## src/sv/tes_pkg.sv

```systemverilog
//------------------------------------------------------------------------------
// tes_pkg
// shared types and codes for the timeline event scheduler
//------------------------------------------------------------------------------
`default_nettype none
package tes_pkg;

	// table depth; entry_index is four bits wide
	localparam int ENTRIES = 16;

	typedef enum logic [3:0] {
		MODE_TICK      = 4'd0,
		MODE_PLAY      = 4'd1,
		MODE_STOP      = 4'd2,
		MODE_PAUSE     = 4'd3,
		MODE_RESUME    = 4'd4,
		MODE_SET_FRAME = 4'd5,
		MODE_APPEND    = 4'd6,
		MODE_REM_IDX   = 4'd7,
		MODE_RET_IDX   = 4'd8,
		MODE_REM_TAG   = 4'd9,
		MODE_RET_TAG   = 4'd10,
		MODE_CLEAR     = 4'd11
	} mode_t;

	typedef enum logic [2:0] {
		REG_MIN_FRAME = 3'd0,
		REG_MAX_FRAME = 3'd1,
		REG_COUNT_EN  = 3'd2,
		REG_LOOP_EN   = 3'd3,
		REG_NOTIFY_DIS = 3'd4,
		REG_ACTIVE    = 3'd5
	} reg_idx_t;

	typedef enum logic [3:0] {
		ST_IDLE,
		ST_PREP,
		ST_FIND,
		ST_REMOVE,
		ST_INSERT,
		ST_SCAN1,
		ST_SCAN2,
		ST_WRAP,
		ST_STATUS,
		ST_WAIT
	} state_t;

	typedef struct packed {
		logic min_frame_set;
		logic max_frame_set;
		logic count_enable;
		logic loop_enable;
		logic notify_disable;
		logic active;
	} cfg_flags_t;

	// controller -> datapath
	typedef struct packed {
		logic load;       // capture input beat
		logic prep;       // apply simple mode effects, start scan index
		logic find_step;  // advance find index
		logic rem_step;   // one shift step of removal
		logic ins_step;   // one shift step of insertion
		logic scan_step;  // one step of event scan
		logic scan2_start;
		logic wrap;       // end-of-tick update
		logic emit_status;
	} dp_cmd_t;

	// datapath -> controller
	typedef struct packed {
		logic [3:0] mode;
		logic       tick_run;   // tick passes range/active check
		logic       do_scan;    // window scanning needed
		logic       two_win;
		logic       find_done;
		logic       find_hit;
		logic       rem_done;
		logic       ins_done;
		logic       scan_done;
		logic       ev_valid;
		logic       bad;        // index/full/unknown-mode failure
		logic       out_busy;   // output register holds a beat not taken this cycle
	} dp_sts_t;

endpackage
`default_nettype wire

```

## src/sv/tes_if.sv

```systemverilog
//------------------------------------------------------------------------------
// tes_in_if / tes_out_if
// valid/ready channels for input items and result items
//------------------------------------------------------------------------------
`default_nettype none
interface tes_in_if;
	logic        valid;
	logic        ready;
	logic [3:0]  mode;
	logic [30:0] delta;
	logic signed [31:0] new_frame;
	logic        skip_events;
	logic [3:0]  entry_index;
	logic signed [31:0] entry_time;
	logic [15:0] entry_tag;
	modport source (output valid, mode, delta, new_frame, skip_events, entry_index,
		entry_time, entry_tag, input ready);
	modport sink (input valid, mode, delta, new_frame, skip_events, entry_index,
		entry_time, entry_tag, output ready);
endinterface

interface tes_out_if;
	logic        valid;
	logic        ready;
	logic        kind;
	logic [15:0] fired_tag;
	logic signed [31:0] fired_time;
	logic        ok;
	logic signed [31:0] current_frame;
	logic        playing;
	logic        last;
	modport source (output valid, kind, fired_tag, fired_time, ok, current_frame,
		playing, last, input ready);
	modport sink (input valid, kind, fired_tag, fired_time, ok, current_frame,
		playing, last, output ready);
endinterface
`default_nettype wire

```

## src/sv/tes_ctrl.sv

```systemverilog
//------------------------------------------------------------------------------
// tes_ctrl
// sequencer for one input item: edit table, scan windows, send status
//------------------------------------------------------------------------------
`default_nettype none
module tes_ctrl import tes_pkg::*; (
	input  wire logic    clk,
	input  wire logic    arst_n,
	input  wire logic    in_valid,
	output logic         in_ready,
	input  wire dp_sts_t sts,
	output dp_cmd_t      cmd
);

	state_t state_q, state_d;

	always_ff @(posedge clk or negedge arst_n) begin
		if (!arst_n) state_q <= ST_IDLE;
		else state_q <= state_d;
	end

	always_comb begin
		state_d = state_q;
		unique case (state_q)
			ST_IDLE: if (in_valid) state_d = ST_PREP;
			ST_PREP: begin
				priority if (sts.bad) state_d = ST_STATUS;
				else if (sts.mode == MODE_TICK) state_d = sts.do_scan ? ST_SCAN1 : ST_WRAP;
				else if (sts.mode == MODE_APPEND) state_d = ST_INSERT;
				else if (sts.mode == MODE_REM_IDX || sts.mode == MODE_RET_IDX)
					state_d = ST_REMOVE;
				else if (sts.mode == MODE_REM_TAG || sts.mode == MODE_RET_TAG)
					state_d = ST_FIND;
				else state_d = ST_STATUS;
			end
			ST_FIND: if (sts.find_done) state_d = sts.find_hit ? ST_REMOVE : ST_STATUS;
			ST_REMOVE: if (sts.rem_done) begin
				state_d = (sts.mode == MODE_RET_IDX || sts.mode == MODE_RET_TAG)
					? ST_INSERT : ST_STATUS;
			end
			ST_INSERT: if (sts.ins_done) state_d = ST_STATUS;
			ST_SCAN1: if (!sts.out_busy && sts.scan_done)
				state_d = sts.two_win ? ST_SCAN2 : ST_WRAP;
			ST_SCAN2: if (!sts.out_busy && sts.scan_done) state_d = ST_WRAP;
			ST_WRAP: state_d = ST_STATUS;
			ST_STATUS: if (!sts.out_busy) state_d = ST_WAIT;
			ST_WAIT: if (!sts.out_busy) state_d = ST_IDLE;
			default: state_d = ST_IDLE;
		endcase
	end

	always_comb begin
		cmd = '0;
		in_ready = 1'b0;
		unique case (state_q)
			ST_IDLE: begin
				in_ready = 1'b1;
				cmd.load = in_valid;
			end
			ST_PREP: cmd.prep = 1'b1;
			ST_FIND: cmd.find_step = 1'b1;
			ST_REMOVE: cmd.rem_step = 1'b1;
			ST_INSERT: cmd.ins_step = 1'b1;
			ST_SCAN1: begin
				cmd.scan_step = !sts.out_busy;
				cmd.scan2_start = !sts.out_busy && sts.scan_done && sts.two_win;
			end
			ST_SCAN2: cmd.scan_step = !sts.out_busy;
			ST_WRAP: cmd.wrap = 1'b1;
			ST_STATUS: cmd.emit_status = !sts.out_busy;
			default: ;
		endcase
	end

`ifndef SYNTHESIS
	assert property (@(posedge clk) disable iff (!arst_n)
		(state_q != ST_IDLE) |-> !in_ready)
		else $error("input taken while busy");
	assert property (@(posedge clk) disable iff (!arst_n)
		cmd.emit_status |-> !sts.out_busy)
		else $error("status overwrote pending beat");
	assert property (@(posedge clk) disable iff (!arst_n)
		cmd.scan_step |-> !sts.out_busy)
		else $error("scan stepped while output full");
`endif

endmodule
`default_nettype wire

```

## src/sv/tes_dp.sv

```systemverilog
//------------------------------------------------------------------------------
// tes_dp
// datapath: config, playhead, sorted event table, output register
//------------------------------------------------------------------------------
`default_nettype none
module tes_dp import tes_pkg::*; (
	input  wire logic    clk,
	input  wire logic    arst_n,
	input  wire logic    cfg_we,
	input  wire logic [2:0] cfg_idx,
	input  wire logic [31:0] cfg_data,
	output logic [31:0]  cfg_rdata,
	input  wire logic [2:0] cfg_ridx,
	input  wire logic    in_rdy,
	tes_in_if.sink       in_ch,
	tes_out_if.source    out_ch,
	input  wire dp_cmd_t cmd,
	output dp_sts_t      sts
);

	localparam int IW = (ENTRIES > 1) ? $clog2(ENTRIES) : 1;
	localparam int CW = $clog2(ENTRIES + 1);
	localparam logic [CW-1:0] FULL = CW'(ENTRIES);
	localparam logic signed [32:0] I32MAX = 33'sd2147483647;

	logic signed [31:0] min_q, max_q;
	logic count_en_q, loop_en_q, notify_dis_q, active_q;

	logic signed [31:0] times_q [ENTRIES];
	logic [15:0]        tags_q [ENTRIES];
	logic [CW-1:0]      count_q;
	logic signed [31:0] head_q, prev_q;
	logic               playing_q;

	// captured beat
	logic [3:0]  mode_q;
	logic [30:0] delta_q;
	logic signed [31:0] nf_q, et_q;
	logic        skip_q;
	logic [3:0]  idx_q;
	logic [15:0] tag_q;
	logic        ok_q;

	// work registers
	logic [CW-1:0] ptr_q;      // scan / find / shift position
	logic [CW-1:0] rem_idx_q;  // original index for retime ties
	logic [15:0]   mv_tag_q;
	logic signed [31:0] ws_q, we_q, w2s_q, w2e_q;
	logic          two_q, wrap_pending_q;
	logic signed [31:0] wprev_q;
	logic [CW-1:0] nev_q;

	// output register
	logic        ov_q;
	logic        okind_q, ook_q, olast_q;
	logic [15:0] otag_q;
	logic signed [31:0] otime_q;

	// config
	always_ff @(posedge clk or negedge arst_n) begin
		if (!arst_n) begin
			min_q <= '0; max_q <= '0;
			count_en_q <= 1'b0; loop_en_q <= 1'b0;
			notify_dis_q <= 1'b0; active_q <= 1'b1;
		end else if (cfg_we) begin
			unique case (cfg_idx)
				REG_MIN_FRAME: min_q <= cfg_data;
				REG_MAX_FRAME: max_q <= cfg_data;
				REG_COUNT_EN:  count_en_q <= cfg_data[0];
				REG_LOOP_EN:   loop_en_q <= cfg_data[0];
				REG_NOTIFY_DIS: notify_dis_q <= cfg_data[0];
				REG_ACTIVE:    active_q <= cfg_data[0];
				default: ;
			endcase
		end
	end

	always_comb begin
		unique case (cfg_ridx)
			REG_MIN_FRAME: cfg_rdata = min_q;
			REG_MAX_FRAME: cfg_rdata = max_q;
			REG_COUNT_EN:  cfg_rdata = {31'd0, count_en_q};
			REG_LOOP_EN:   cfg_rdata = {31'd0, loop_en_q};
			REG_NOTIFY_DIS: cfg_rdata = {31'd0, notify_dis_q};
			REG_ACTIVE:    cfg_rdata = {31'd0, active_q};
			default:       cfg_rdata = '0;
		endcase
	end

	// tick arithmetic for prep
	logic signed [32:0] sum;
	logic signed [31:0] adv, adv_cl;
	logic tick_ok, counting;
	assign tick_ok = (max_q >= min_q) && active_q;
	assign counting = playing_q && count_en_q;
	assign sum = 33'(head_q) + $signed({2'b00, delta_q});
	assign adv = (sum > I32MAX) ? 32'sh7fffffff : sum[31:0];
	assign adv_cl = (adv < min_q) ? min_q : adv;

	logic signed [31:0] new_head;
	assign new_head = counting ? adv_cl : head_q;

	// end-of-range handling is settled at prep so every beat shows the final playhead
	logic wrap_hit;
	logic signed [31:0] head_fin, prev_fin;
	assign wrap_hit = counting && (new_head >= max_q);
	assign head_fin = !wrap_hit ? new_head
		: loop_en_q ? new_head + (min_q - max_q) : max_q;
	assign prev_fin = (wrap_hit && !loop_en_q) ? max_q : new_head;

	logic signed [31:0] nf_cl;
	assign nf_cl = (nf_q < min_q) ? min_q : nf_q;

	logic [IW-1:0] p;
	assign p = ptr_q[IW-1:0];
	logic in_range;
	assign in_range = ptr_q < count_q;

	// scan window compare at ptr
	logic signed [31:0] cur_t;
	assign cur_t = times_q[p];
	logic below, above;
	assign below = cur_t < ws_q;
	assign above = cur_t > we_q;
	logic scan_emit, scan_end;
	assign scan_end = !in_range || above || (ws_q >= we_q) || notify_dis_q
		|| (nev_q == FULL);
	assign scan_emit = !scan_end && !below;

	// insertion: step from top down; ptr is the hole position
	logic [IW-1:0] pm1;
	assign pm1 = IW'(ptr_q - CW'(1));
	logic ins_shift;
	// shift when the element below the hole must go above the new time
	logic signed [31:0] prev_t;
	assign prev_t = times_q[pm1];
	always_comb begin
		ins_shift = 1'b0;
		if (ptr_q != '0) begin
			if (mode_q == MODE_APPEND) ins_shift = prev_t > et_q;
			else ins_shift = (prev_t > et_q) || (prev_t == et_q && ptr_q > rem_idx_q);
		end
	end

	logic bad;
	always_comb begin
		bad = 1'b0;
		unique case (mode_q)
			MODE_APPEND: bad = count_q >= FULL;
			MODE_REM_IDX, MODE_RET_IDX: bad = CW'(idx_q) >= count_q;
			default: bad = 1'b0;
		endcase
		if (mode_q > MODE_CLEAR) bad = 1'b1;
	end

	always_ff @(posedge clk or negedge arst_n) begin
		if (!arst_n) begin
			count_q <= '0; head_q <= '0; prev_q <= '0; playing_q <= 1'b0;
			ov_q <= 1'b0;
		end else begin
			if ((cmd.scan_step && scan_emit) || cmd.emit_status) ov_q <= 1'b1;
			else if (out_ch.valid && out_ch.ready) ov_q <= 1'b0;
			if (cmd.prep) begin
				unique case (mode_q)
					MODE_PLAY, MODE_STOP: begin
						playing_q <= (mode_q == MODE_PLAY);
						head_q <= min_q; prev_q <= min_q;
					end
					MODE_PAUSE: playing_q <= 1'b0;
					MODE_RESUME: playing_q <= 1'b1;
					MODE_SET_FRAME: begin
						head_q <= nf_cl;
						if (skip_q || !active_q) prev_q <= nf_cl;
					end
					MODE_CLEAR: count_q <= '0;
					MODE_TICK: if (tick_ok) begin
						head_q <= head_fin;
						if (wrap_hit && !loop_en_q) playing_q <= 1'b0;
					end
					default: ;
				endcase
			end
			if (cmd.rem_step && !(ptr_q + CW'(1) < count_q)) count_q <= count_q - CW'(1);
			if (cmd.ins_step && !ins_shift) count_q <= count_q + CW'(1);
			if (cmd.wrap && wrap_pending_q) prev_q <= wprev_q;
		end
	end

	// table and work registers, no reset
	always_ff @(posedge clk) begin
		if (cmd.load) begin
			mode_q <= in_ch.mode; delta_q <= in_ch.delta; nf_q <= in_ch.new_frame;
			skip_q <= in_ch.skip_events; idx_q <= in_ch.entry_index;
			et_q <= in_ch.entry_time; tag_q <= in_ch.entry_tag;
		end
		if (cmd.prep) begin
			ok_q <= !bad;
			nev_q <= '0;
			wrap_pending_q <= (mode_q == MODE_TICK) && tick_ok;
			wprev_q <= prev_fin;
			unique case (mode_q)
				MODE_APPEND: ptr_q <= count_q;
				MODE_REM_IDX, MODE_RET_IDX: begin
					ptr_q <= CW'(idx_q); rem_idx_q <= CW'(idx_q);
					mv_tag_q <= tags_q[idx_q[IW-1:0]];
				end
				default: ptr_q <= '0;
			endcase
			if (new_head < prev_q) begin
				ws_q <= prev_q; we_q <= max_q;
				w2s_q <= min_q; w2e_q <= new_head; two_q <= 1'b1;
			end else begin
				ws_q <= prev_q; we_q <= new_head; two_q <= 1'b0;
				w2s_q <= min_q; w2e_q <= new_head;
			end
		end
		if (cmd.find_step) begin
			if (in_range && tags_q[p] == tag_q) begin
				rem_idx_q <= ptr_q; mv_tag_q <= tags_q[p];
			end else ptr_q <= ptr_q + CW'(1);
			if (!in_range) ok_q <= 1'b0;
		end
		if (cmd.rem_step) begin
			if (ptr_q + CW'(1) < count_q) begin
				times_q[p] <= times_q[IW'(ptr_q + CW'(1))];
				tags_q[p] <= tags_q[IW'(ptr_q + CW'(1))];
				ptr_q <= ptr_q + CW'(1);
			end else ptr_q <= count_q - CW'(1);
		end
		if (cmd.ins_step) begin
			if (ins_shift) begin
				times_q[p] <= prev_t; tags_q[p] <= tags_q[pm1];
				ptr_q <= ptr_q - CW'(1);
			end else begin
				times_q[p] <= et_q;
				tags_q[p] <= (mode_q == MODE_APPEND) ? tag_q : mv_tag_q;
			end
		end
		if (cmd.scan_step) begin
			if (scan_emit) begin
				okind_q <= 1'b0; otag_q <= tags_q[p]; otime_q <= cur_t;
				ook_q <= 1'b1; olast_q <= 1'b0;
				nev_q <= nev_q + CW'(1);
			end
			if (!scan_end) ptr_q <= ptr_q + CW'(1);
		end
		if (cmd.scan2_start) begin
			ws_q <= w2s_q; we_q <= w2e_q; ptr_q <= '0;
		end
		if (cmd.emit_status) begin
			okind_q <= 1'b1; otag_q <= '0; otime_q <= '0; ook_q <= ok_q; olast_q <= 1'b1;
		end
	end

	// find terminates on a hit (ptr holds) or when out of range
	logic find_hit;
	assign find_hit = in_range && tags_q[p] == tag_q;

	assign in_ch.ready = in_rdy;
	always_comb begin
		sts.mode = mode_q;
		sts.tick_run = tick_ok;
		sts.do_scan = (mode_q == MODE_TICK) && tick_ok && (new_head != prev_q);
		sts.two_win = two_q;
		sts.find_done = !in_range || find_hit;
		sts.find_hit = find_hit;
		sts.rem_done = !(ptr_q + CW'(1) < count_q);
		sts.ins_done = !ins_shift;
		sts.scan_done = scan_end;
		sts.ev_valid = scan_emit;
		sts.bad = bad;
		sts.out_busy = ov_q && !out_ch.ready;
	end

	assign out_ch.valid = ov_q;
	assign out_ch.kind = okind_q;
	assign out_ch.fired_tag = otag_q;
	assign out_ch.fired_time = otime_q;
	assign out_ch.ok = ook_q;
	assign out_ch.current_frame = head_q;
	assign out_ch.playing = playing_q;
	assign out_ch.last = olast_q;

`ifndef SYNTHESIS
	assert property (@(posedge clk) disable iff (!arst_n)
		count_q <= FULL)
		else $error("entry count beyond table size");
	assert property (@(posedge clk) disable iff (!arst_n)
		(ov_q && !out_ch.ready) |=> ov_q)
		else $error("result beat dropped");
	assert property (@(posedge clk) disable iff (!arst_n)
		(cmd.scan_step && scan_emit) |-> (nev_q < FULL))
		else $error("too many events");
`endif

endmodule
`default_nettype wire

```

## src/sv/timeline_event_scheduler.sv

```systemverilog
// table edits walk the table one entry a cycle
// a tick scans the table one entry a cycle per window, stalling on result back-pressure
// one item at a time; the next input is taken after the status beat leaves
// arst_n clears config to reset values, the entry count, playhead and play state
//------------------------------------------------------------------------------
// timeline_event_scheduler
// playhead with a sorted event table and APB configuration
//------------------------------------------------------------------------------
`default_nettype none
module timeline_event_scheduler import tes_pkg::*; (
	input  wire logic        clk,
	input  wire logic        arst_n,
	input  wire logic        psel,
	input  wire logic        penable,
	input  wire logic        pwrite,
	input  wire logic [4:0]  paddr,
	input  wire logic [31:0] pwdata,
	output logic [31:0]      prdata,
	output logic             pready,
	tes_in_if.sink           in_ch,
	tes_out_if.source        out_ch
);

	dp_cmd_t cmd;
	dp_sts_t sts;
	logic ready;
	logic cfg_we;
	logic [2:0] ridx;

	assign pready = 1'b1;
	assign cfg_we = psel && penable && pwrite && (paddr[1:0] == 2'b00);
	assign ridx = paddr[4:2];

	tes_ctrl u_ctrl (
		.clk(clk), .arst_n(arst_n), .in_valid(in_ch.valid), .in_ready(ready),
		.sts(sts), .cmd(cmd)
	);

	tes_dp u_dp (
		.clk(clk), .arst_n(arst_n), .cfg_we(cfg_we), .cfg_idx(paddr[4:2]),
		.cfg_data(pwdata), .cfg_rdata(prdata), .cfg_ridx(ridx), .in_rdy(ready),
		.in_ch(in_ch), .out_ch(out_ch), .cmd(cmd), .sts(sts)
	);

endmodule
`default_nettype wire
```

## src/flat_wrapper.sv

```systemverilog
// flat-port wrapper written by rule: the top's interface ports become plain ports
module timeline_event_scheduler_flat import tes_pkg::*;
  (clk, arst_n, psel, penable, pwrite, paddr, pwdata, prdata, pready, in_ch_valid, in_ch_mode, in_ch_delta, in_ch_new_frame, in_ch_skip_events, in_ch_entry_index, in_ch_entry_time, in_ch_entry_tag, in_ch_ready, out_ch_valid, out_ch_kind, out_ch_fired_tag, out_ch_fired_time, out_ch_ok, out_ch_current_frame, out_ch_playing, out_ch_last, out_ch_ready);
  tes_in_if in_ch_i ();
  tes_out_if out_ch_i ();
  input  wire logic clk;
  input  wire logic arst_n;
  input  wire logic psel;
  input  wire logic penable;
  input  wire logic pwrite;
  input  wire logic [4:0] paddr;
  input  wire logic [31:0] pwdata;
  output logic [31:0] prdata;
  output logic pready;
  input wire logic [$bits(in_ch_i.valid)-1:0] in_ch_valid;
  input wire logic [$bits(in_ch_i.mode)-1:0] in_ch_mode;
  input wire logic [$bits(in_ch_i.delta)-1:0] in_ch_delta;
  input wire logic [$bits(in_ch_i.new_frame)-1:0] in_ch_new_frame;
  input wire logic [$bits(in_ch_i.skip_events)-1:0] in_ch_skip_events;
  input wire logic [$bits(in_ch_i.entry_index)-1:0] in_ch_entry_index;
  input wire logic [$bits(in_ch_i.entry_time)-1:0] in_ch_entry_time;
  input wire logic [$bits(in_ch_i.entry_tag)-1:0] in_ch_entry_tag;
  output wire logic [$bits(in_ch_i.ready)-1:0] in_ch_ready;
  output wire logic [$bits(out_ch_i.valid)-1:0] out_ch_valid;
  output wire logic [$bits(out_ch_i.kind)-1:0] out_ch_kind;
  output wire logic [$bits(out_ch_i.fired_tag)-1:0] out_ch_fired_tag;
  output wire logic [$bits(out_ch_i.fired_time)-1:0] out_ch_fired_time;
  output wire logic [$bits(out_ch_i.ok)-1:0] out_ch_ok;
  output wire logic [$bits(out_ch_i.current_frame)-1:0] out_ch_current_frame;
  output wire logic [$bits(out_ch_i.playing)-1:0] out_ch_playing;
  output wire logic [$bits(out_ch_i.last)-1:0] out_ch_last;
  input wire logic [$bits(out_ch_i.ready)-1:0] out_ch_ready;
  assign in_ch_i.valid = in_ch_valid;
  assign in_ch_i.mode = in_ch_mode;
  assign in_ch_i.delta = in_ch_delta;
  assign in_ch_i.new_frame = in_ch_new_frame;
  assign in_ch_i.skip_events = in_ch_skip_events;
  assign in_ch_i.entry_index = in_ch_entry_index;
  assign in_ch_i.entry_time = in_ch_entry_time;
  assign in_ch_i.entry_tag = in_ch_entry_tag;
  assign in_ch_ready = in_ch_i.ready;
  assign out_ch_valid = out_ch_i.valid;
  assign out_ch_kind = out_ch_i.kind;
  assign out_ch_fired_tag = out_ch_i.fired_tag;
  assign out_ch_fired_time = out_ch_i.fired_time;
  assign out_ch_ok = out_ch_i.ok;
  assign out_ch_current_frame = out_ch_i.current_frame;
  assign out_ch_playing = out_ch_i.playing;
  assign out_ch_last = out_ch_i.last;
  assign out_ch_i.ready = out_ch_ready;
  timeline_event_scheduler u_core (.clk(clk), .arst_n(arst_n), .psel(psel), .penable(penable), .pwrite(pwrite), .paddr(paddr), .pwdata(pwdata), .prdata(prdata), .pready(pready), .in_ch(in_ch_i), .out_ch(out_ch_i));
endmodule
```

## config.mk

```make
export PLATFORM = sky130hd
export DESIGN_NAME = timeline_event_scheduler_flat
export DESIGN_NICKNAME = d
export VERILOG_FILES = /design/src/sv/tes_pkg.sv /design/src/sv/tes_if.sv /design/src/sv/tes_ctrl.sv /design/src/sv/tes_dp.sv /design/src/sv/timeline_event_scheduler.sv /design/src/flat_wrapper.sv
export SDC_FILE = /design/constraint.sdc
export NUM_CORES = 2
export LEC_CHECK = 0
export ABC_CLOCK_PERIOD_IN_PS = 10200
export CORE_MARGIN = 5
export CORE_UTILIZATION = 50
export DETAILED_ROUTE_END_ITERATION = 10
export DONT_BUFFER_PORTS = 1
export GPL_TIMING_DRIVEN = 0
export SKIP_LAST_GASP = 1
export SYNTH_ARGS = -nofsm -noshare
export SYNTH_HDL_FRONTEND = slang
export SYNTH_SLANG_ARGS = --single-unit
```

## constraint.sdc

```tcl
create_clock -name clk -period 10.2 [get_ports clk]
set_clock_uncertainty 0.1 [all_clocks]
set_input_delay 1.02 -clock clk [delete_from_list [all_inputs] [get_ports clk]]
set_output_delay 1.02 -clock clk [all_outputs]
set_load 0.02 [all_outputs]
```

==> metrics.yaml <==
setup_path:
  end_kind: "flip-flop"
  path_class: "reg -> reg"
  crit_fanout: 19
  crit_path_start_kind: "flip-flop"
  timing.critical_path.arrival_ns: 10.54
  crit_required_ns: 10.60
floorplanning:
  placementRows: 144
  initial_core_util: 0.5011
  die_area_um2: 162000
  die_y_um: 402.4
  die_w_um: 402.4
  pin_count: 283
  core-area_um2: 153700
grt:
  grt.overflow.total: 0
  grt_first_pass_wirelength_um: 409400
  grt_pass1_vias: 54580
  grt_usage: 0.3532
  antenna_found_initial: 10
  grt_start_max_net_pins: 143
final_layout:
  area_delta_synth_final_pct: 13.12
  layout-drive-gt1-share: 0.2320
  final_cell_mix: "edfxtp_1, mux4_2, nand2_1"
  final_nets: 6471
  final_common_cell: "edfxtp_1"
  fill_cells: 12360
sta:
  max_slew_margin: -0.06401
  period_needed_ns: 10.15
  layout_setup_ws_ns: 0.05295
  fmax_mhz: 98.55
  maxSlewViolCount: 20
  setup_viol: 0
  tightest_slew_ns: 1.585
  hold_viol: 0
  timing.final.crit_share: 0.9948
synthesis:
  ys_warn_count: 0
  synth_edf_count: 1051
  avgSynthCellArea_um2: 13.59
  netlist_instances: 5665
  synthArstFlopShare: 0.1118
  synth_cell_types: 86
  seq_area_frac_synth: 0.4784
  synth_area_um2: 77010
  synth_ff_type: "edfxtp_1"
  syn_nets: 6232
  synth_seq_cells: 1279
clock_network:
  cts_tree: "yes"
  clock_latency_ns: 0.80
  cts_root_buf: "clkbuf_16"
  path_clk_slew_ns: 0.06
  cts.htree.levels: 4
  numCtsBuffers: 150
  clkSinkCount: 1279
  clockBufferDepth: 3
placement:
  dp_slack_ns: -3.801
  io_buffers: 0
  routabilityCongestion: 0.9791
  dp_hpwl_um: 210700
routing:
  drt-pass1-iter-count: 8
  drtAntennaViolNets: 0
  wl_um: 292200
  route.detailed.drc: 0
  routedWlPerCell_um: 36.14
  first_iter_violations: 8804
  vias_per_cell: 7.082
  vias: 57250
flow_run:
  drv_cap: 2
run_status:
  violations: "capacitance limit, slew limit"
  outcome: "finished with violations"
hold_path:
  hp-class: "in -> async"
-- critical path, stage by stage (launching register included) --
cell and delay [ns]:
dfxtp_1 0.47, clkbuf_1 0.43, clkbuf_2 0.44, clkbuf_4 0.54, clkbuf_2 0.40, clkbuf_4 0.44
inv_1 0.21, ha_1 0.52, clkbuf_1 0.22, clkbuf_1 0.48, clkbuf_2 0.53, mux4_2 0.41
mux4_2 0.52, ha_1 0.32, a21o_1 0.17, a21o_1 0.18, a21oi_1 0.22, o21ai_0 0.29
a221o_1 0.45, a21oi_1 0.28, or2_2 0.15, o21ai_0 0.08, a211oi_2 0.43, clkbuf_4 0.44
clkbuf_2 0.45, a21oi_1 0.15, o21ai_2 0.50
-- metrics by stage --
step / utilization / area (um2) / TNS [ns] / hold slack [ns] / cells
2_1_floorplan: - / 77010 / 0 / 0.3298 / 5665
3_3_place_gp: 0.5177 / 79560 / -5848.72 / 0.3649 / 7709
3_5_place_dp: 0.5257 / 80800 / -2910.08 / 0.3854 / 7765
4_1_cts: 0.5641 / 86700 / 0 / 0.1552 / 8057
5_1_grt: 0.5667 / 87100 / -0.005899 / 0.1808 / 8078
6_report: 0.5668 / 87110 / 0 / 0.1567 / 8084
-- logic make-up after synthesis --
logic type | share of synthesized area
other cells | 0.00004870
flops | 0.4784
fa+ha+maj | 0.06860
xor+xnor | 0.008644
simple gates | 0.07126
compound gates | 0.08277
buf+inv | 0.03388
mux | 0.2564
-- layout make-up --
type | instances | area (um2) | share of cell area
clock buffers | 211 | 4218 | 0.04842
well taps | 2044 | 2557 | 0.02936
plain buffers | 350 | 1525 | 0.01751
diodes | 9 | 22.52 | 0.0002585
inverters | 331 | 1252 | 0.01438
multi-input cells | 3703 | 38360 | 0.4404
repair buffers | 89 | 1385 | 0.01590
flip-flops and latches | 1279 | 36840 | 0.4230
clock inverters | 68 | 942.2 | 0.01082
-- final timing paths --
check / start / cells after the start / endpoint / slack (ns)
min in group clk: in_ch_new_frame[29] / 0 / u_core.u_dp.nf_q[29] / 0.21
worst max register to register: u_core.u_dp.ptr_q[1] / 26 / u_core.u_dp.times_q[0][24] / 0.05
worst max-delay path: u_core.u_dp.ptr_q[1] / 26 / u_core.u_dp.times_q[0][24] / 0.05
max in group asynchronous: arst_n / 1 / u_core.u_dp.active_q / 9.09
worst min-delay path: arst_n / 1 / u_core.u_dp.max_q[25] / 0.16
worst min register to register: u_core.u_dp.prev_q[24] / 1 / u_core.u_dp.prev_q[24] / 0.40
-- layer usage --
| metal | vias up | routed length, um | global-route usage |
|---|---|---|---|
| met5 | - | 41 | 0 |
| met4 | 6 | 14340 | 0.1484 |
| met3 | 736 | 39650 | 0.1105 |
| met2 | 4397 | 122500 | 0.4938 |
| met1 | 29210 | 115600 | 0.5129 |
| li1 | 22900 | - | - |
-- synthesized netlist by cell type, types with 50 or more instances --
master / n / share of area
a211oi_1: 67 / 0.0065
a21o_1: 153 / 0.015
a21oi_1: 258 / 0.017
buf_1: 62 / 0.0030
clkbuf_1: 269 / 0.013
dfrtp_1: 142 / 0.046
dfxtp_1: 85 / 0.022
edfxtp_1: 1051 / 0.41
ha_1: 371 / 0.060
inv_1: 328 / 0.016
mux2_2: 121 / 0.018
mux2i_1: 134 / 0.017
mux4_2: 737 / 0.22
nand2_1: 432 / 0.021
nand3_1: 197 / 0.013
nand4_1: 66 / 0.0054
nor2_1: 348 / 0.017
o21a_1: 50 / 0.0049
o21ai_0: 164 / 0.011
-- flip-flops by register name, summed over array words and instances (netlist names), 5 cells and up, named ones only --
name,flops
u_core.u_dp.tag_q,16
u_core.u_dp.out_ch.fired_tag,16
u_core.u_dp.ptr_q,5
u_core.u_dp.w2s_q,32
u_core.u_dp.rem_idx_q,5
u_core.u_dp.we_q,32
u_core.u_dp.tags_q,256
u_core.u_dp.wprev_q,32
u_core.u_dp.times_q,512
u_core.u_dp.count_q,5
u_core.u_dp.prev_q,32
u_core.u_dp.nev_q,5
u_core.u_dp.delta_q,31
u_core.u_dp.out_ch.fired_time,32
u_core.u_dp.min_q,32
u_core.u_dp.w2e_q,32
u_core.u_dp.nf_q,32
u_core.u_dp.et_q,32
u_core.u_dp.ws_q,32
u_core.u_dp.mv_tag_q,16
u_core.u_dp.max_q,32
u_core.u_dp.out_ch.current_frame,32
-- timing repair --
item / 4_1_cts / 5_1_grt
endpoints found under the hold margin: 142 / 0
setup endpoints to repair: 976 / 858
buffers inserted: 12 / 16
hold buffers: 2 / 0
gates cloned: 0 / 1
gates resized for setup: 212 / 78
pin swaps: 4 / 19
Power is not shown: default switching activity piles up to over one toggle a cycle in this logic, so the estimate is an artifact.
